===== config.mk =====
export PLATFORM = sky130hd
export DESIGN_NAME = color_gradient_map
export DESIGN_NICKNAME = d
export VERILOG_FILES = /design/src/design/cgm_pkg.sv /design/src/design/cgm_scale.sv /design/src/design/cgm_blend.sv /design/src/design/color_gradient_map.sv
export SDC_FILE = /design/constraint.sdc
export NUM_CORES = 2
export LEC_CHECK = 0
export BUFFER_PORTS_ARGS = -buffer_cell sky130_fd_sc_hd__buf_2
export CAP_MARGIN = 25
export CORE_ASPECT_RATIO = 1.25
export CORE_MARGIN = 5
export CORE_UTILIZATION = 40
export CTS_CLUSTER_DIAMETER = 40
export DETAILED_ROUTE_END_ITERATION = 16
export GPL_TIMING_DRIVEN = 0
export PLACE_DENSITY = 0.59
export SETUP_SLACK_MARGIN = 0.3
export SLEW_MARGIN = 30
export SYNTH_ARGS = -nofsm -noshare
export SYNTH_HDL_FRONTEND = slang
export SYNTH_SLANG_ARGS = --single-unit

===== constraint.sdc =====
create_clock -name clk -period 17.9 [get_ports clk]
set_clock_uncertainty 0.15 [all_clocks]
set_input_delay 1.79 -clock clk [delete_from_list [all_inputs] [get_ports clk]]
set_output_delay 1.79 -clock clk [all_outputs]
set_load 0.03 [all_outputs]

===== src/design/cgm_pkg.sv =====
// Shared types and constants for the colour gradient map.
package cgm_pkg;

  localparam int MAX_STOPS     = 8;
  localparam int FRACTION_BITS = 16;

  localparam int POS_IN_W  = 18;
  localparam int POS_W     = FRACTION_BITS + 1;
  localparam int CMP_W     = (POS_W > POS_IN_W - 1) ? POS_W : POS_IN_W - 1;
  localparam int SEG_W     = $clog2(MAX_STOPS);
  localparam int SCALED_W  = POS_W + SEG_W;
  localparam int PROD_W    = 8 + POS_W;
  localparam int SUM_W     = PROD_W + 1;

  localparam int NUM_SLOTS = 8;
  localparam int SLOT_W    = 3;
  localparam int PAIR_W    = 48;
  localparam int CFG_IDX_W = 3;

  localparam logic [CFG_IDX_W-1:0] REG_STOP_COUNT = 3'd0;
  localparam logic [CFG_IDX_W-1:0] REG_PAIR_01    = 3'd1;
  localparam logic [CFG_IDX_W-1:0] REG_PAIR_23    = 3'd2;
  localparam logic [CFG_IDX_W-1:0] REG_PAIR_45    = 3'd3;
  localparam logic [CFG_IDX_W-1:0] REG_PAIR_67    = 3'd4;

  typedef logic [23:0] rgb_t;

  typedef struct packed {
    logic [SEG_W-1:0] seg;
    logic [POS_W-1:0] frac;
  } seg_t;

  typedef struct packed {
    logic [7:0] blue;
    logic [7:0] green;
    logic [7:0] red;
  } color_t;

endpackage


===== src/design/cgm_scale.sv =====
// Front stages: clamp, scale by segment count, split into segment and fraction.
module cgm_scale (
  input  logic                              clk,
  input  logic                              rst,
  input  logic                              in_valid,
  output logic                              in_ready,
  input  logic signed [cgm_pkg::POS_IN_W-1:0] position,
  input  logic [3:0]                        stop_count,
  output logic                              out_valid,
  input  logic                              out_ready,
  output cgm_pkg::seg_t                     out_seg
);

  localparam logic [cgm_pkg::CMP_W-1:0] ONE_CMP =
    cgm_pkg::CMP_W'(1) << cgm_pkg::FRACTION_BITS;
  localparam logic [cgm_pkg::POS_W-1:0] ONE = cgm_pkg::POS_W'(1) << cgm_pkg::FRACTION_BITS;

  logic v1, v2, v3;
  logic en1, en2, en3;

  logic [cgm_pkg::POS_W-1:0]    pos1, pos_next;
  logic [cgm_pkg::SEG_W-1:0]    nm1_1, nm1_next, nm1_2;
  logic [cgm_pkg::SCALED_W-1:0] scaled2;
  cgm_pkg::seg_t                seg3, seg_next;

  logic [cgm_pkg::CMP_W-1:0] raw_mag;
  logic [cgm_pkg::SEG_W-1:0] seg_raw;

  assign en3      = !v3 || out_ready;
  assign en2      = !v2 || en3;
  assign en1      = !v1 || en2;
  assign in_ready = en1;

  // clamp to 0..1.0 and saturate the stop count
  always_comb begin
    raw_mag = cgm_pkg::CMP_W'(position[cgm_pkg::POS_IN_W-2:0]);
    if (position[cgm_pkg::POS_IN_W-1]) begin
      pos_next = '0;
    end else if (raw_mag > ONE_CMP) begin
      pos_next = ONE;
    end else begin
      pos_next = cgm_pkg::POS_W'(raw_mag);
    end
    if (stop_count == 4'd0) begin
      nm1_next = '0;
    end else if (32'(stop_count) > cgm_pkg::MAX_STOPS) begin
      nm1_next = cgm_pkg::SEG_W'(cgm_pkg::MAX_STOPS - 1);
    end else begin
      nm1_next = cgm_pkg::SEG_W'(stop_count - 4'd1);
    end
  end

  // segment capped at the last pair; fraction may reach 1.0 there
  always_comb begin
    seg_raw = scaled2[cgm_pkg::FRACTION_BITS +: cgm_pkg::SEG_W];
    if (nm1_2 == '0) begin
      seg_next.seg = '0;
    end else if (seg_raw > nm1_2 - 1'b1) begin
      seg_next.seg = nm1_2 - 1'b1;
    end else begin
      seg_next.seg = seg_raw;
    end
    seg_next.frac = cgm_pkg::POS_W'(scaled2 -
      (cgm_pkg::SCALED_W'(seg_next.seg) << cgm_pkg::FRACTION_BITS));
  end

  always_ff @(posedge clk) begin
    if (rst) begin
      v1 <= 1'b0;
      v2 <= 1'b0;
      v3 <= 1'b0;
    end else begin
      if (en1) v1 <= in_valid;
      if (en2) v2 <= v1;
      if (en3) v3 <= v2;
    end
  end

  always_ff @(posedge clk) begin
    if (en1 && in_valid) begin
      pos1  <= pos_next;
      nm1_1 <= nm1_next;
    end
    if (en2 && v1) begin
      scaled2 <= cgm_pkg::SCALED_W'(pos1) * cgm_pkg::SCALED_W'(nm1_1);
      nm1_2   <= nm1_1;
    end
    if (en3 && v2) begin
      seg3 <= seg_next;
    end
  end

  assign out_valid = v3;
  assign out_seg   = seg3;

endmodule


===== src/design/cgm_blend.sv =====
// Back stages: fetch the two stops, weight each channel, sum and truncate.
module cgm_blend (
  input  logic           clk,
  input  logic           rst,
  input  logic           in_valid,
  output logic           in_ready,
  input  cgm_pkg::seg_t  in_seg,
  input  cgm_pkg::rgb_t  stops [cgm_pkg::NUM_SLOTS],
  output logic           out_valid,
  input  logic           out_ready,
  output cgm_pkg::color_t out_color
);

  localparam logic [cgm_pkg::POS_W-1:0] ONE = cgm_pkg::POS_W'(1) << cgm_pkg::FRACTION_BITS;

  logic v4, v5;
  logic en4, en5;

  logic [cgm_pkg::SLOT_W-1:0] idx0, idx1;
  cgm_pkg::rgb_t              c0, c1;
  logic [cgm_pkg::POS_W-1:0]  wgt0;

  logic [cgm_pkg::PROD_W-1:0] p0 [3];
  logic [cgm_pkg::PROD_W-1:0] p1 [3];
  logic [cgm_pkg::SUM_W-1:0]  sum [3];
  logic [23:0]                res_next;
  cgm_pkg::color_t            res;

  assign en5      = !v5 || out_ready;
  assign en4      = !v4 || en5;
  assign in_ready = en4;

  assign idx0 = cgm_pkg::SLOT_W'(in_seg.seg);
  assign idx1 = idx0 + 1'b1;
  assign c0   = stops[idx0];
  assign c1   = stops[idx1];
  assign wgt0 = ONE - in_seg.frac;

  always_comb begin
    for (int ch = 0; ch < 3; ch++) begin
      sum[ch] = cgm_pkg::SUM_W'(p0[ch]) + cgm_pkg::SUM_W'(p1[ch]);
      res_next[ch*8 +: 8] = sum[ch][cgm_pkg::FRACTION_BITS +: 8];
    end
  end

  always_ff @(posedge clk) begin
    if (rst) begin
      v4 <= 1'b0;
      v5 <= 1'b0;
    end else begin
      if (en4) v4 <= in_valid;
      if (en5) v5 <= v4;
    end
  end

  // channel 0 is red (stop bits 23:16), 2 is blue
  always_ff @(posedge clk) begin
    if (en4 && in_valid) begin
      for (int ch = 0; ch < 3; ch++) begin
        p0[ch] <= cgm_pkg::PROD_W'(c0[(2-ch)*8 +: 8]) * cgm_pkg::PROD_W'(wgt0);
        p1[ch] <= cgm_pkg::PROD_W'(c1[(2-ch)*8 +: 8]) * cgm_pkg::PROD_W'(in_seg.frac);
      end
    end
    if (en5 && v4) begin
      res <= res_next;
    end
  end

  assign out_valid = v5;
  assign out_color = res;

endmodule


===== src/design/color_gradient_map.sv =====
// Top level of the colour gradient map: config registers and the two pipeline halves.
//
// Maps a signed position (16 fraction bits, clamped to 0..1.0) to an RGB colour on a
// gradient of 1 to 8 stops. One word is taken per clock unless the pipeline is backed up;
// each word passes five register stages (clamp, scale multiply, segment split, channel
// multiplies, sum). tready drops only when the pipeline is full and
// the output is stalled. Stops and stop_count may be written only while the block is
// idle; a write takes effect on the next clock.
module color_gradient_map (
  input  logic        clk,
  input  logic        rst,
  input  logic        s_tvalid,
  output logic        s_tready,
  input  logic [23:0] s_tdata,   // position [17:0], zero [23:18]
  output logic        m_tvalid,
  input  logic        m_tready,
  output logic [23:0] m_tdata,   // red [7:0], green [15:8], blue [23:16]
  input  logic                              cfg_wr_en,
  input  logic [cgm_pkg::CFG_IDX_W-1:0]     cfg_index,
  input  logic [cgm_pkg::PAIR_W-1:0]        cfg_data
);

  logic [3:0]                  stop_count;
  logic [cgm_pkg::PAIR_W-1:0]  pairs [4];
  cgm_pkg::rgb_t               stops [cgm_pkg::NUM_SLOTS];

  logic          mid_valid, mid_ready;
  cgm_pkg::seg_t mid_seg;
  cgm_pkg::color_t color;

  always_ff @(posedge clk) begin
    if (rst) begin
      stop_count <= 4'd2;
      pairs[0]   <= 48'hFFFFFF000000;
      pairs[1]   <= '0;
      pairs[2]   <= '0;
      pairs[3]   <= '0;
    end else if (cfg_wr_en) begin
      case (cfg_index)
        cgm_pkg::REG_STOP_COUNT: stop_count <= cfg_data[3:0];
        cgm_pkg::REG_PAIR_01:    pairs[0]   <= cfg_data;
        cgm_pkg::REG_PAIR_23:    pairs[1]   <= cfg_data;
        cgm_pkg::REG_PAIR_45:    pairs[2]   <= cfg_data;
        cgm_pkg::REG_PAIR_67:    pairs[3]   <= cfg_data;
        default: ;
      endcase
    end
  end

  always_comb begin
    for (int i = 0; i < 4; i++) begin
      stops[2*i]   = pairs[i][23:0];
      stops[2*i+1] = pairs[i][47:24];
    end
  end

  cgm_scale u_scale (
    .clk        (clk),
    .rst        (rst),
    .in_valid   (s_tvalid),
    .in_ready   (s_tready),
    .position   (s_tdata[cgm_pkg::POS_IN_W-1:0]),
    .stop_count (stop_count),
    .out_valid  (mid_valid),
    .out_ready  (mid_ready),
    .out_seg    (mid_seg)
  );

  cgm_blend u_blend (
    .clk       (clk),
    .rst       (rst),
    .in_valid  (mid_valid),
    .in_ready  (mid_ready),
    .in_seg    (mid_seg),
    .stops     (stops),
    .out_valid (m_tvalid),
    .out_ready (m_tready),
    .out_color (color)
  );

  assign m_tdata = color;

endmodule


==> flow_summary.json <==
{
  "outcome": "completed",
  "avgSynthCellArea_um2": 10.5,
  "antenna_found_initial": 4,
  "finalMaxSlewViolations": 0,
  "synthFlopType": "edfxtp_1",
  "start_util_pct": 40.3,
  "h-tree-depth": 2,
  "post_cts_resized": 0,
  "final_cell_mix": "inv_1 (660), fa_1 (550), nor2_1 (498)",
  "vias": 31520,
  "critPathCaptureType": "flip-flop",
  "final_core_util_pct": 44.8,
  "syn-instance-count": 4337,
  "syn_to_final_growth_pct": 11.2,
  "critPathRequiredTime_ns": 18.08,
  "grt_pass1_vias": 33553,
  "p_int_mw": 4.77,
  "cts_tree": "built",
  "insertion_delay_ns": 0.66,
  "fin_total_pwr_mw": 8.92,
  "cts_buffers": 60,
  "worstPathArrival_ns": 9.20,
  "finalCritPeriodShare_pct": 50.4,
  "p_per_area_nw_per_um2": 176,
  "wl_um": 127000,
  "row_count": 138,
  "power_frac_seq_pct": 17.9,
  "hold_viol_final": 0,
  "root_buffer": "clkbuf_16",
  "p_sw_mw": 4.15,
  "mostFrequentLayoutCell": "inv_1",
  "rsz0062_at_grt": "no",
  "yosysWarnings": 0,
  "vias_per_cell": 5.22,
  "dieHeight_um": 388,
  "grt-ovfl-total": 0,
  "synth.distinct_cells": 84,
  "drive_gt1_share_pct": 10.6,
  "total_leakage_power_nw": 22.3,
  "grt_pass1_wl_um": 196000,
  "p_comb_share_pct": 68.3,
  "cp_max_fo": 10,
  "holdWs_ns": 0.271,
  "cts_hold_buffers": 0,
  "synth_nets": 5317,
  "seq_area_frac_synth_pct": 28.1,
  "core_um2": 113000,
  "wire_per_inst_um": 21.0,
  "grt_usage_pct": 20.9,
  "cts_sinks": 431,
  "holdCritPathClass": "flip-flop to flip-flop",
  "syn_area_um2": 45700,
  "cp-start-kind": "flip-flop",
  "grt_start_max_net_pins": 34,
  "maxCapViolCount": 0,
  "hpwl_um": 103000,
  "critPathKind": "flip-flop to flip-flop",
  "fmax_mhz": 111,
  "sw_frac_of_total_pct": 46.5,
  "drc": 0,
  "fp.dieW_um": 312,
  "die-area_um2": 121000,
  "final-setup-viol-count": 0,
  "io_buffer_count": 98,
  "post_cts_buffers": 0,
  "pwr-share-clk_pct": 13.9,
  "firstDrtPassIters": 7,
  "async_flop_share_pct": 0,
  "slew_headroom_pct": 30.1,
  "synth_edf_count": 422,
  "place_congestion": 0.927,
  "min_period_ns": 9.02,
  "dp_worst_setup_slack_ns": 8.89,
  "fin_ws_ns": 8.88,
  "final_nets": 5499,
  "first_iter_violations": 1912,
  "ios": 106,
  "max_slew.worst_pin.slew_ns": 1.02,
  "peakVddDrop_mv": 0.0994,
  "ant_nets": 0,
  "clk_pin_slew_ns": 0.06,
  "synth-seq-cells": 431,
  "cts_max_path_buffers": 3
}
power by group through the flow:
stage / sequential, mW / combinational (mW) / clock [mW]
after floorplan: 1.60 / 4.38 / 0
after global placement: 1.62 / 6.04 / 0
after detailed placement: 1.62 / 6.10 / 0
after CTS: 1.60 / 6.16 / 1.27
after global routing: 1.61 / 6.89 / 1.30
final: 1.60 / 6.09 / 1.24
flip-flops by register name, summed over array words and instances, names as in the netlist:
register,count
pairs,192
u_blend.p0,72
u_blend.p1,72
u_blend.out_color,24
u_scale.out_seg,20
u_scale.scaled2,19
u_scale.pos1,17
stop_count,4
u_scale.nm1_1,3
u_scale.nm1_2,3
u_blend.out_valid,1
u_blend.v4,1
u_scale.out_valid,1
u_scale.v1,1
u_scale.v2,1
synth_stat cells (27+ instances only):
| library cell | instances | share of area, % |
|---|---|---|
| inv_1 | 660 | 5.4 |
| fa_1 | 550 | 24 |
| nor2_1 | 498 | 4.1 |
| edfxtp_1 | 422 | 28 |
| ha_1 | 350 | 9.6 |
| and2_1 | 242 | 3.3 |
| nor2b_1 | 221 | 3.0 |
| nand2_1 | 193 | 1.6 |
| nand2b_1 | 133 | 1.8 |
| clkbuf_1 | 124 | 1.0 |
| xnor2_1 | 120 | 2.3 |
| a21oi_1 | 112 | 1.2 |
| mux4_2 | 96 | 4.7 |
| o21ai_0 | 50 | 0.55 |
| buf_2 | 46 | 0.50 |
| mux2i_1 | 44 | 0.96 |
| xor2_1 | 41 | 0.79 |
| a21o_1 | 40 | 0.66 |
| nor3_1 | 40 | 0.44 |
| or2_2 | 33 | 0.45 |
| nand3_1 | 27 | 0.30 |
critical path, cell delays in order, from the launching register on:
cell	delay [ns]
edfxtp_1	0.62
inv_2	0.37
clkbuf_1	0.68
ha_1	0.36
nand4b_1	0.27
nor2_1	0.19
xor2_1	0.75
clkbuf_1	0.66
nor2_1	0.16
fa_1	0.53
fa_1	0.52
fa_1	0.50
inv_1	0.05
fa_1	0.52
inv_1	0.06
ha_1	0.36
nand3_1	0.17
a2111oi_2	0.43
nor3_1	0.16
o41ai_2	0.76
or4_1	0.20
nand4_1	0.20
final timing paths:
kind	startpoint	to	slack [ns]	cells past startpoint
worst max-delay path	u_scale.out_seg[0]	u_blend.p0[0][46]	8.88	21
worst min-delay path	u_scale.scaled2[14]	u_scale.out_seg[14]	0.27	0
worst max register to register	u_scale.out_seg[0]	u_blend.p0[0][46]	8.88	21
worst min register to register	u_scale.scaled2[14]	u_scale.out_seg[14]	0.27	0
logic make-up (layout without fill, tap and decap cells):
| kind of cell | Yosys count | in the layout | synth area share (%) |
|---|---|---|---|
| simple gates | 1471 | 1471 | 16.3 |
| fa+ha+maj | 902 | 902 | 33.7 |
| buf+inv | 848 | 1079 | 7.20 |
| flops | 431 | 431 | 28.1 |
| compound gates | 374 | 374 | 5.56 |
| xor+xnor | 162 | 162 | 3.15 |
| mux | 149 | 149 | 5.93 |
| other cells | 0 | 5 | 0 |
routing by layer:
layer	routed length, um	up-vias	track usage [%]	part of all wire [%]
met3	5260	251	2.34	4.1
met5	0	-	0	0
met4	5860	0	8.69	4.6
met2	66600	808	39.0	53
li1	-	14519	-	-
met1	49000	15942	24.5	39
through the flow:
step / instance area, um2 / setup TNS (ns) / instances
after floorplan: 45700 / 0 / 4337
after global placement: 48000 / -78.24 / 5905
after detailed placement: 48700 / 0 / 5927
after CTS: 50800 / 0 / 6038
after global routing: 50800 / 0 / 6038
final: 50800 / 0 / 6043
final cells by class:
cell class                 instances  area, um2
antenna                            5       12.5
inverter                         661       2480
clock buffer                      65       1540
fill                           10634      62600
multi-input combinational       3058      29800
timing repair buffer             120        952
clock inverter                    46        554
tap                             1470       1840
sequential                       431      12900
buffer                           187        811
No activity file was read; power rests on OpenSTA's default activity.
